### src/imhq_ram.sv
// Generic single-port RAM with registered read.
module imhq_ram #(
  parameter int unsigned WIDTH = 8,
  parameter int unsigned DEPTH = 16
) (
  input  logic                     clk,
  input  logic                     we,
  input  logic [$clog2(DEPTH)-1:0] addr,
  input  logic [WIDTH-1:0]         wdata,
  output logic [WIDTH-1:0]         rdata
);

  logic [WIDTH-1:0] mem [DEPTH];

  always_ff @(posedge clk) begin
    if (we) begin
      mem[addr] <= wdata;
    end
    rdata <= mem[addr];
  end

endmodule

### config.mk
export PLATFORM = sky130hd
export DESIGN_NAME = imhq_ram
export DESIGN_NICKNAME = d
export VERILOG_FILES = /design/src/imhq_ram.sv
export SDC_FILE = /design/constraint.sdc
export NUM_CORES = 1
export LEC_CHECK = 0
export ABC_AREA = 1
export BUFFER_PORTS_ARGS = -buffer_cell sky130_fd_sc_hd__buf_2
export CAP_MARGIN = 0
export CORE_MARGIN = 2
export CORE_UTILIZATION = 45
export CTS_BUF_LIST = sky130_fd_sc_hd__clkbuf_2
export DETAILED_ROUTE_END_ITERATION = 8
export PLACE_DENSITY_LB_ADDON = 0.3
export SLEW_MARGIN = 20
export SYNTH_ARGS = -nofsm -noshare
export SYNTH_HDL_FRONTEND = slang
export SYNTH_SLANG_ARGS = --single-unit
### constraint.sdc
create_clock -name clk -period 2.1 [get_ports clk]
set_input_delay 0.105 -clock clk [delete_from_list [all_inputs] [get_ports clk]]
set_output_delay 0.105 -clock clk [all_outputs]
set_load 0.05 [all_outputs]
# After elaboration in Yosys (flattened, before gate mapping)
# Memories as Yosys holds them, arrays and structs flattened. A register that Yosys moved wholly into a read port is not among the register bits.
# Index checks and enable logic that the tools add are counted.
[classes]
muxes = 2
[ops]
columns = ["cell", "count"]
rows = [
  ["1-bit 2-to-1 mux", 2],
]
[totals]
regBits = 0
ramBits = 128
input_bits = 14
output_inout_bits = 8
word_cells = 3
n_memories = 1
[mem_list]
columns = ["memory", "words", "word_bits", "rd", "rd_ports_with_merged_regs", "wr", "line_no", "rtl"]
rows = [
  ["mem", 16, 8, 1, 1, 1, "13", "logic [WIDTH-1:0] mem [DEPTH];"],
]

# Depth between registers and ports, before layout
# Gate-level depths: netlist (run 1).
[logic_depth]
ltp_word = 2
depth_mapped = 11
mapped_depth_nobuf = 9

# Worst setup path before layout (run 1)
# Ideal clock, no wire load.
[synth_path]
path_type = "in2reg"
from = "input port addr[1]"
to = "memory mem[3][0] (enable)"
setup_ps = 370
t_arrival_ps = 1112
t_required_ps = 1730
setup_slack_ps = 618
path_stages = 4
path_buffers = 2
path_cell_list = "buf_2 -> clkbuf_1 -> nand3_1 -> nor2_1"
[synth_lines]
columns = ["item", "line_no", "rtl"]
rows = [
  ["from (decl)", "8", "input logic [$clog2(DEPTH)-1:0] addr,"],
  ["to (decl)", "13", ""],
]
# Straight into the memory's write port.

# Worst setup path in the final report (run 1)
[layout_path]
from = "input port addr[2]"
to = "memory mem[1][1] (enable)"
# Straight into the memory's write port.

==> impl_metrics.csv, run 1 <==
group,metric,value,unit
run_status,status,"finished, final reports clean",
yosys,yosysMostFrequentCell,"nand2_1",
yosys,ys_top_cells_by_count,"nand2_1 (346), edfxtp_1 (128), inv_1 (21), nor2_1 (18), buf_2 (12)",
layout,seqCellArea,4000,um^2
pwr,powerDensity,753,nW/um^2
setup_path,crit_type,"in -> reg",
sta,final-hold-violation-count,0,
worst_hold_path,hold_path_class,"in -> reg",
global_route,grt_pass1_wl,19400,um
worst_hold_path,min_to,"rdata[1]",
global_route,grt.total_usage,20.2,%
layout,multi_input_area,1390,um^2
routing,wirelength,12200,um
setup_path,crit_path_start_kind,"input port",
setup_path,arrival,2.19,ns
yosys,syn_inst,548,
yosys,async_flop_share,0,%
yosys,yosysTopAreaCell,"edfxtp_1",
clock_tree,htreeDepth,4,
layout,finalInstanceArea,6250,um^2
pwr,ir_worst_vdd,378,uV
worst_hold_path,hold_depth,8,
sta,setup_viol,0,
yosys,synth_flop_cell,"edfxtp_1",
layout,area_growth,11.7,%
setup_path,cp-end-kind,"flip-flop",
yosys,ys_ff_latch,136,
placed_design,gp_congestion,0.947,
floorplanning,die-area,13300,um^2
layout,drive_above_1_share,12.1,%
setup_path,cpLargestDelayFamily,"buffers and inverters",
floorplanning,die_x,115,um
layout,final_cells,782,
sta,min_period,1.84,ns
layout,nets,615,
sta,clock-skew-final,0.0277,ns
floorplanning,start_util,46.4,%
setup_path,slowest_stage,"dlygate4sd3_1",
layout,fillers,1098,
sta,timing.setup.tns,0,ns
setup_path,timing.rr.end,"rdata[5]",
floorplanning,ios,22,
worst_hold_path,hp-start,"addr[1]",
yosys,synth_top_area_share,68.7,%
clock_tree,cts_root_buf,"clkbuf_2",
routing,drt_pass1_iterations,6,
routing,vias,3754,
routing,wl_per_cell,15.5,um
routing,routed_via_density,4.80,
yosys,synth_edf_count,128,
placed_design,dpl_cell_area,5970,um^2
sta,tightest_slew,0.661,ns
floorplanning,rows,40,
clock_tree,cts_tree,"yes",
routing,drtIter0Drc,305,
clock_tree,insertion_delay,0.70,ns
layout,diodes,0,
setup_path,reg2regPathDepth,9,
clock_tree,cts_sinks,136,
clock_tree,cts_buffers,17,
floorplanning,die_h,115,um
routing,detail-route-antenna-nets,0,
global_route,grt_max_degree,35,
placed_design,hpwl,7680,um
yosys,synth.distinct_cells,11,
setup_path,critPathMaxFanout,9,
clock_tree,clkTransAtPathRegs,0.18,ns
global_route,grt_pass1_vias,3680,
flow_run,drv_cap,0,
setup_path,r2r-start,"mem[6][5]",
sta,grt_setup_unrepaired,"no",
sta,period_share,87.5,%
placed_design,port_buffers,21,
setup_path,critPathLaunch,"addr[2]",
yosys,syn_area,5590,um^2
setup_path,cp_slowest_stage_delay,0.55,ns
setup_path,crit_required,2.45,ns
yosys,synth_area_leaders,"edfxtp_1 (69%), nand2_1 (23%), dfxtp_1 (2.9%)",
yosys,ys_seq_area_share,71.6,%
sta,clock.fmax,545,MHz
setup_path,path_cells,"dlygate4sd3_1 > buf_2 > nor2_1 > dlygate4sd3_1 > buf_4 > inv_1 > nor2_1",
global_route,overflow,0,
placed_design,dp_cells,738,
pwr,p_leak,2.72,nW
global_route,antenna_found_initial,0,
clock_tree,post_cts_resized,0,
clock_tree,cts_buffer_depth,2,
yosys,syn_nets,562,
setup_path,rrSetupSlack,0.60,ns
yosys,avgSynthCellArea,10.2,um^2
sta,relSlewSlack,55.8,%
routing,drc,0,
sta,slew_viol_final,0,
yosys,yosys_warnings,0,
floorplanning,coreArea,12100,um^2
setup_path,path_buf_inv,5,
==> routing by layer <==
| metal | routed length [um] | share of wire, % | vias to the layer above | track usage (%) |
|---|---|---|---|---|
| li1 | - | - | 1854 | - |
| met1 | 5560 | 46 | 1737 | 27.7 |
| met2 | 5600 | 46 | 136 | 30.8 |
| met3 | 724 | 6.0 | 27 | 5.75 |
| met4 | 272 | 2.2 | 0 | 7.87 |
| met5 | 0 | 0 | - | 0 |
==> worst register-to-register path, cell delays in order (launching register included) <==
cell	delay, ns
edfxtp_1	0.41
nand2_1	0.08
nand2_1	0.05
nand2_1	0.06
nand2_1	0.06
nand2_1	0.06
nand2_1	0.04
dlygate4sd3_1	0.54
inv_1	0.05
nand2_1	0.06
==> flip-flops by register name, summed over array words and instances, names as in the netlist <==
register,flops
mem,128
rdata,8
==> report_power, final <==
part / total, mW / switching [mW] / internal, mW
Combinational: 0.449 / 0.327 / 0.122
Sequential: 3.05 / 0.0153 / 3.03
Clock: 1.21 / 0.875 / 0.338
==> metrics by stage <==
stage | worst slack, ns | hold slack [ns] | total power [mW] | utilization (%)
global route | 0.229 | 0.0576 | 4.93 | 51.8
finish | 0.264 | 0.129 | 4.71 | 51.8
global placement | 0.574 | 0.563 | 3.54 | 49.5
floorplan | 0.618 | 0.204 | 3.38 | -
detailed placement | 0.563 | 0.571 | 3.54 | 49.5
CTS | 0.334 | 0.0644 | 4.75 | 51.8
==> cell usage in the layout (no fill, tap or decap) <==
cell / netlist / layout
nand2_1: 346 / 346
buf_2: 12 / 21
buf_12: 0 / 1
nand3_1: 4 / 4
inv_1: 21 / 21
inv_2: 1 / 1
clkinv_2: 0 / 3
clkbuf_2: 0 / 26
edfxtp_1: 128 / 128
dlygate4sd3_1: 0 / 12
clkinvlp_4: 0 / 1
buf_4: 6 / 21
clkinv_1: 1 / 3
dfxtp_1: 8 / 8
nor2_1: 18 / 18
==> layout make-up <==
cell class,count,share of cell area (%)
sequential,136,64.1
multi-input combinational,368,22.2
timing repair buffer,55,6.45
tap,168,3.36
clock buffer,26,2.08
inverter,23,1.38
clock inverter,6,0.480
==> cells by family after synthesis <==
logic type    count (synthesis)  synth area share, %
flops                       136                 71.6
buf+inv                      44                 3.62
simple gates                368                 24.8
==> repair_timing <==
| action | CTS | global route |
|---|---|---|
| buffers inserted | 0 | 0 |
| hold buffers | 12 | 0 |
| hold endpoints to repair | 136 | 0 |
==> worst max-delay path by stage <==
stage                     slack (ns)  cells after the start   endpoint
after floorplan                 0.62                      4  mem[3][0]
after global placement          0.57                      5  mem[8][0]
after detailed placement        0.56                      5  mem[8][0]
after CTS                       0.33                      7  mem[1][6]
after global routing            0.23                      7  mem[1][2]
final                           0.26                      7  mem[1][1]
Note: power is estimated with default switching activity, not from simulation.
==> run 2, diff against run 1 <==
--- a/config.mk
+++ b/config.mk
@@ -8,11 +8,13 @@
 export ABC_AREA = 1
 export BUFFER_PORTS_ARGS = -buffer_cell sky130_fd_sc_hd__buf_2
 export CAP_MARGIN = 0
+export CORE_ASPECT_RATIO = 0.75
 export CORE_MARGIN = 2
 export CORE_UTILIZATION = 45
 export CTS_BUF_LIST = sky130_fd_sc_hd__clkbuf_2
 export DETAILED_ROUTE_END_ITERATION = 8
 export PLACE_DENSITY_LB_ADDON = 0.3
+export SKIP_LAST_GASP = 1
 export SLEW_MARGIN = 20
 export SYNTH_ARGS = -nofsm -noshare
 export SYNTH_HDL_FRONTEND = slang
==> constraint.sdc (replaced) <==
create_clock -name clk -period 1.84 [get_ports clk]
set_input_delay 0.092 -clock clk [delete_from_list [all_inputs] [get_ports clk]]
set_output_delay 0.092 -clock clk [all_outputs]
set_load 0.05 [all_outputs]
==> run 2 against run 1 <==
  * First-iteration DRC count is 3.0% lower
  * Critical path depth is 3 higher
  * Routed wire length is 1.8% higher
  * Clock skew is 0.0031 ns higher
  * Power is 29% higher
  * Global-route usage is 0.19 points lower
  * Register-to-register slack worse by 0.30 ns
  * Critical path type unchanged
  * Critical endpoint is now rdata[6]
  * Largest power group unchanged
==> impl_metrics.csv, run 2 (synthesized netlist as in run 1, its figures left out) <==
group,metric,value,unit
floorplanning,ios,22,
layout,area_growth,15.0,%
sta,hold_ws,0.157,ns
worst_hold_path,hold_depth,4,
clock_tree,insertion_delay,0.66,ns
floorplanning,start_util,45.8,%
setup_path,slowest_stage,"dlygate4sd3_1",
sta,relSlewSlack,71.7,%
layout,seqCellArea,4000,um^2
setup_path,critPathMaxFanout,9,
placed_design,dpl_cell_area,6000,um^2
pwr,p_leak,2.80,nW
setup_path,crit_path_start_kind,"input port",
setup_path,crit_type,"in -> reg",
sta,clock-skew-final,0.0308,ns
sta,timing.setup.tns,0,ns
clock_tree,cts_root_buf,"clkbuf_2",
layout,fillers,1111,
placed_design,hpwl,7860,um
clock_tree,cts_buffers,17,
layout,drive_above_1_share,12.6,%
layout,final_cell_mix,"nand2_1 (346), edfxtp_1 (128), buf_4 (25)",
floorplanning,die-area,13300,um^2
routing,drc,0,
layout,finalInstanceArea,6430,um^2
routing,detail-route-antenna-nets,0,
setup_path,cpLargestDelayFamily,"buffers and inverters",
layout,diodes,0,
setup_path,cp-end-kind,"flip-flop",
layout,final_common_cell,"nand2_1",
global_route,overflow,0,
worst_hold_path,min_to,"mem[15][4]",
layout,largestRegisters,"mem: 128 flops, rdata: 8 flops",
layout,multi_input_area,1390,um^2
floorplanning,coreArea,12200,um^2
setup_path,path_cells,"dlygate4sd3_1 > buf_2 > nor2_1 > dlygate4sd3_1 > buf_4 > nand2_1 > dlygate4sd3_1 > nand2_1 > inv_1 > nand2_1",
clock_tree,htreeDepth,4,
setup_path,crit_required,2.46,ns
layout,regMostFlops,"mem",
worst_hold_path,hp-start,"we",
sta,setup_viol,0,
sta,clock.fmax,586,MHz
floorplanning,rows,35,
clock_tree,clkTransAtPathRegs,0.20,ns
setup_path,rrSetupSlack,0.30,ns
floorplanning,die_x,133,um
sta,tightest_slew,0.425,ns
clock_tree,cts_setup_buffers,0,
routing,vias,3809,
setup_path,r2r-start,"mem[7][1]",
layout,largest_reg_flops,128,
clock_tree,cts_sinks,136,
worst_hold_path,hold_path_class,"in -> reg",
routing,drt_pass1_iterations,5,
sta,min_period,1.71,ns
routing,wl_per_cell,15.7,um
sta,slew_viol_final,0,
routing,drtIter0Drc,296,
global_route,grt.total_usage,20.0,%
sta,period_share,92.7,%
layout,final_util,52.6,%
pwr,powerDensity,944,nW/um^2
sta,final-hold-violation-count,0,
clock_tree,cts_tree,"yes",
setup_path,timing.rr.end,"rdata[1]",
pwr,ir_worst_vdd,743,uV
setup_path,path_depth,10,
clock_tree,cts_buffer_depth,2,
global_route,grt_pass1_vias,3689,
routing,routed_via_density,4.85,
global_route,grt_pass1_wl,19700,um
setup_path,cp_slowest_stage_delay,0.55,ns
sta,grt_setup_unrepaired,"no",
flow_run,drv_cap,0,
routing,wirelength,12400,um
placed_design,port_buffers,21,
global_route,antenna_found_initial,0,
floorplanning,die_h,101,um
global_route,grt_max_degree,35,
placed_design,gp_congestion,0.927,
setup_path,reg2regPathDepth,9,
setup_path,path_buf_inv,6,
setup_path,arrival,2.33,ns
run_status,status,"finished, final reports clean",
layout,nets,621,
## run 2: cell types whose count changed in the layout (fill, tap and decap cells not counted), sizes merged
cell and change:
clkbuf -8, clkinv +2, dlygate4sd3 +2, clkinvlp +1
buf +4, bufinv +5
## run 2: area by class of cell
type / count / share of cell area, %
Sequential cell: 136 / 62.2
Multi-Input combinational cell: 368 / 21.6
Timing Repair Buffer: 61 / 7.04
Tap cell: 166 / 3.23
Clock inverter: 14 / 3.19
Clock buffer: 18 / 1.40
Inverter: 23 / 1.34
## run 2: what timing repair did
item,in CTS,in global routing
hold buffers,14,0
hold endpoints to repair,136,0
gates resized for setup,0,0
## run 2: worst max-delay path by stage
stage | start | end | slack, ns
finish | addr[2] | rdata[6] | 0.13
CTS | addr[3] | rdata[1] | 0.22
global placement | addr[0] | mem[5][5] | 0.31
detailed placement | addr[0] | mem[1][6] | 0.28
floorplan | addr[1] | mem[3][0] | 0.37
global route | addr[1] | rdata[1] | 0.03
## run 2: routing by layer
layer / vias up / routed length (um) / share of wire [%] / track usage [%]
li1: 1869 / - / - / -
met1: 1803 / 6010 / 49 / 29.4
met2: 117 / 5310 / 43 / 29.5
met3: 20 / 835 / 6.7 / 4.47
met4: 0 / 212 / 1.7 / 7.03
met5: - / 0 / 0 / 0
## run 2: worst reg2reg max path, stage by stage, from the launching register on
cell and delay (ns):
edfxtp_1 0.40, nand2_1 0.07, nand2_1 0.05, nand2_1 0.05
nand2_1 0.09, nand2_1 0.10, nand2_1 0.06, dlygate4sd3_1 0.55
inv_1 0.05, nand2_1 0.04
## run 2: metrics by stage
stage	setup WS (ns)	std cells	power (mW)
after global placement	0.310	740	4.04
after detailed placement	0.277	740	4.04
after global routing	0.0284	786	6.31
after CTS	0.219	786	6.12
after floorplan	0.371	548	3.86
final	0.135	786	6.07
## run 2: power by group
group	switching (mW)	internal (mW)
Sequential	0.0183	3.46
Clock	1.06	1.02
Combinational	0.376	0.144
Total	1.45	4.62
==> run 3, diff against run 2 <==
--- a/config.mk
+++ b/config.mk
@@ -5,12 +5,12 @@
 export SDC_FILE = /design/constraint.sdc
 export NUM_CORES = 1
 export LEC_CHECK = 0
-export ABC_AREA = 1
+export ABC_AREA = 0
 export BUFFER_PORTS_ARGS = -buffer_cell sky130_fd_sc_hd__buf_2
 export CAP_MARGIN = 0
 export CORE_ASPECT_RATIO = 0.75
 export CORE_MARGIN = 2
-export CORE_UTILIZATION = 45
+export CORE_UTILIZATION = 55
 export CTS_BUF_LIST = sky130_fd_sc_hd__clkbuf_2
 export DETAILED_ROUTE_END_ITERATION = 8
 export PLACE_DENSITY_LB_ADDON = 0.3
==> constraint.sdc (replaced) <==
create_clock -name clk -period 1.5 [get_ports clk]
set_input_delay 0.075 -clock clk [delete_from_list [all_inputs] [get_ports clk]]
set_output_delay 0.075 -clock clk [all_outputs]
set_load 0.05 [all_outputs]
==> run 3 against run 2 <==
  * Die area is 25% lower
  * Power is 14% higher
  * Setup slack got worse by 0.034 ns
  * Largest cell class unchanged
  * Combinational power is 4.8% higher
  * First-iteration DRC count shrank 12%
  * Cell count down 45%
  * Synthesized cell count fell by 58%
  * Highest routed layer unchanged
  * Clock power is essentially flat
  * Global-route usage up 2.3 points
  * Design area shrank 7.8%
  * Sequential share of layout area rose by 5.3 points
==> impl_metrics.csv, run 3 <==
group,metric,value,unit
worst_hold_path,hp-start,"addr[0]",
sta,period_share,93.3,%
sta,tightest_slew,0.731,ns
clock_tree,cts_root_buf,"clkbuf_2",
global_route,grt.total_usage,22.3,%
routing,routed_via_density,5.94,
yosys,yosysTopAreaCell,"edfxtp_1",
clock_tree,cts_buffers,17,
clock_tree,cts_tree,"yes",
setup_path,arrival,1.32,ns
sta,slew_viol_final,0,
yosys,syn_inst,230,
setup_path,critPathLaunch,"rdata[3]",
clock_tree,cts_setup_buffers,0,
pwr,sw_frac_of_total,22.2,%
floorplanning,die_h,87.1,um
yosys,synth.distinct_cells,18,
setup_path,crit_type,"reg -> out",
layout,final_cell_mix,"edfxtp_1 (128), mux4_2 (32), buf_4 (30)",
setup_path,r2r-start,"mem[9][7]",
global_route,grt_pass1_vias,2574,
global_route,antenna_found_initial,0,
global_route,grt_pass1_wl,15100,um
yosys,yosys_warnings,0,
routing,detail-route-antenna-nets,0,
floorplanning,ios,22,
setup_path,cp_slowest_stage_delay,0.37,ns
sta,grt_setup_unrepaired,"no",
yosys,yosysMostFrequentCell,"edfxtp_1",
layout,regMostFlops,"mem",
flow_run,drv_cap,0,
placed_design,port_buffers,21,
sta,min_period,1.40,ns
placed_design,hpwl,6510,um
yosys,synth_flop_cell,"edfxtp_1",
yosys,ys_ff_latch,136,
floorplanning,rows,30,
sta,relSlewSlack,51.2,%
pwr,p_comb_share,7.9,%
yosys,synth_top_area_share,75.9,%
routing,drtIter0Drc,261,
run_status,status,"finished, final reports clean",
yosys,syn_area,5070,um^2
layout,final_util,65.8,%
pwr,powerDensity,1170,nW/um^2
setup_path,cpLargestDelayFamily,"flip-flops",
setup_path,path_buf_inv,1,
layout,largestRegisters,"mem: 128 flops, rdata: 8 flops",
routing,drc,0,
global_route,grt_max_degree,21,
sta,clock.fmax,714,MHz
setup_path,slowest_stage,"dfxtp_1",
setup_path,critPathMaxFanout,1,
sta,setup_viol,0,
pwr,p_leak,2.01,nW
worst_hold_path,hold_path_class,"in -> reg",
routing,wirelength,9950,um
pwr,ir_worst_vdd,890,uV
yosys,synth_edf_count,128,
setup_path,crit_required,1.42,ns
layout,final_common_cell,"edfxtp_1",
floorplanning,die_x,115,um
clock_tree,insertion_delay,0.68,ns
layout,fillers,626,
global_route,overflow,0,
layout,area_growth,17.1,%
sta,final-hold-violation-count,0,
layout,largest_reg_flops,128,
pwr,clkPwrFrac,30.4,%
setup_path,crit_path_start_kind,"flip-flop",
setup_path,path_cells,"buf_2",
placed_design,gp_congestion,0.765,
setup_path,cp-end-kind,"output port",
sta,timing.setup.tns,0,ns
routing,vias,2548,
floorplanning,coreArea,9010,um^2
floorplanning,die-area,10000,um^2
setup_path,path_depth,1,
yosys,avgSynthCellArea,22.0,um^2
layout,drive_above_1_share,36.9,%
routing,wl_per_cell,23.2,um
routing,drt_pass1_iterations,5,
clock_tree,clkTransAtPathRegs,0.17,ns
clock_tree,htreeDepth,4,
clock_tree,cts_sinks,136,
pwr,intPower,5.38,mW
yosys,syn_nets,244,
yosys,ys_seq_area_share,79.0,%
setup_path,reg2regPathDepth,3,
worst_hold_path,hold_depth,5,
pwr,pwr-share-seq,61.7,%
yosys,async_flop_share,0,%
layout,nets,319,
clock_tree,cts_buffer_depth,2,
layout,diodes,0,
floorplanning,start_util,56.3,%
sta,clock-skew-final,0.0222,ns
yosys,ys_top_cells_by_count,"edfxtp_1 (128), mux4_2 (32), a22oi_1 (16), nor2_1 (13), nand2_1 (9)",
pwr,power_switching,1.54,mW
yosys,synth_area_leaders,"edfxtp_1 (76%), mux4_2 (14%), dfxtp_1 (3.2%)",
-- run 3: area by class of cell --
| class | instances | area (um^2) | share of cell area, % |
|---|---|---|---|
| clock buffer | 20 | 100 | 1.69 |
| clock inverter | 11 | 131 | 2.21 |
| multi-input combinational | 83 | 1010 | 17.0 |
| sequential | 136 | 4000 | 67.5 |
| tap | 112 | 140 | 2.36 |
| timing repair buffer | 67 | 548 | 9.24 |
-- run 3: per-layer routing --
metal	GRT usage, %	share of wire, %	wire (um)	vias up
li1	-	-	-	1114
met1	32.3	43	4250	1309
met2	32.4	47	4720	110
met3	7.17	8.6	858	15
met4	8.32	1.2	123	0
met5	0	0	0	-
-- run 3: repair_timing --
item,4_1_cts,5_1_grt
gates resized for setup,1,1
endpoints found under the hold margin,169,0
hold buffers,12,0
setup endpoints to repair,1,1
-- run 3: stage by stage --
| stage | cell area (um^2) | hold slack (ns) | worst slack, ns | std cells | power [mW] |
|---|---|---|---|---|---|
| global placement | 5580 | 0.466 | 0.0199 | 386 | 4.86 |
| floorplan | 5070 | 0.174 | -0.0131 | 230 | 4.66 |
| CTS | 5930 | 0.0639 | 0.0100 | 429 | 6.98 |
| finish | 5930 | 0.103 | 0.100 | 429 | 6.92 |
| detailed placement | 5580 | 0.480 | -0.0425 | 386 | 4.88 |
| global route | 5930 | 0.0672 | 0.00464 | 429 | 7.21 |
-- run 3: cells by family (layout without fill, tap and decap cells) --
group / after synthesis / count (layout) / synth area share, %
AO/OA/AOI/OAI: 16 / 16 / 2.37
multiplexers: 32 / 32 / 14.2
AND/OR/NAND/NOR: 35 / 35 / 3.21
buffers and inverters: 11 / 98 / 1.19
flip-flops: 136 / 136 / 79.0
-- run 3: final timing paths --
path | to | slack (ns)
setup / recovery | rdata[3] | 0.10
hold / removal | rdata[0] | 0.10
setup reg to reg | rdata[7] | 0.11
hold reg to reg | rdata[6] | 0.70
-- run 3: power groups by stage --
| stage | registers, mW | clock network [mW] | logic [mW] |
|---|---|---|---|
| 2_1_floorplan | 4.44 | 0 | 0.220 |
| 3_3_place_gp | 4.35 | 0 | 0.510 |
| 3_5_place_dp | 4.36 | 0 | 0.523 |
| 4_1_cts | 4.27 | 2.16 | 0.549 |
| 5_1_grt | 4.28 | 2.35 | 0.581 |
| 6_report | 4.27 | 2.10 | 0.545 |
-- run 3: worst register-to-register path: cells and delay by family (launching register included) --
family | cells | cell delay (ns)
simple gates | 1 | 0.10
mux | 1 | 0.47
flops | 1 | 0.40
compound gates | 1 | 0.31
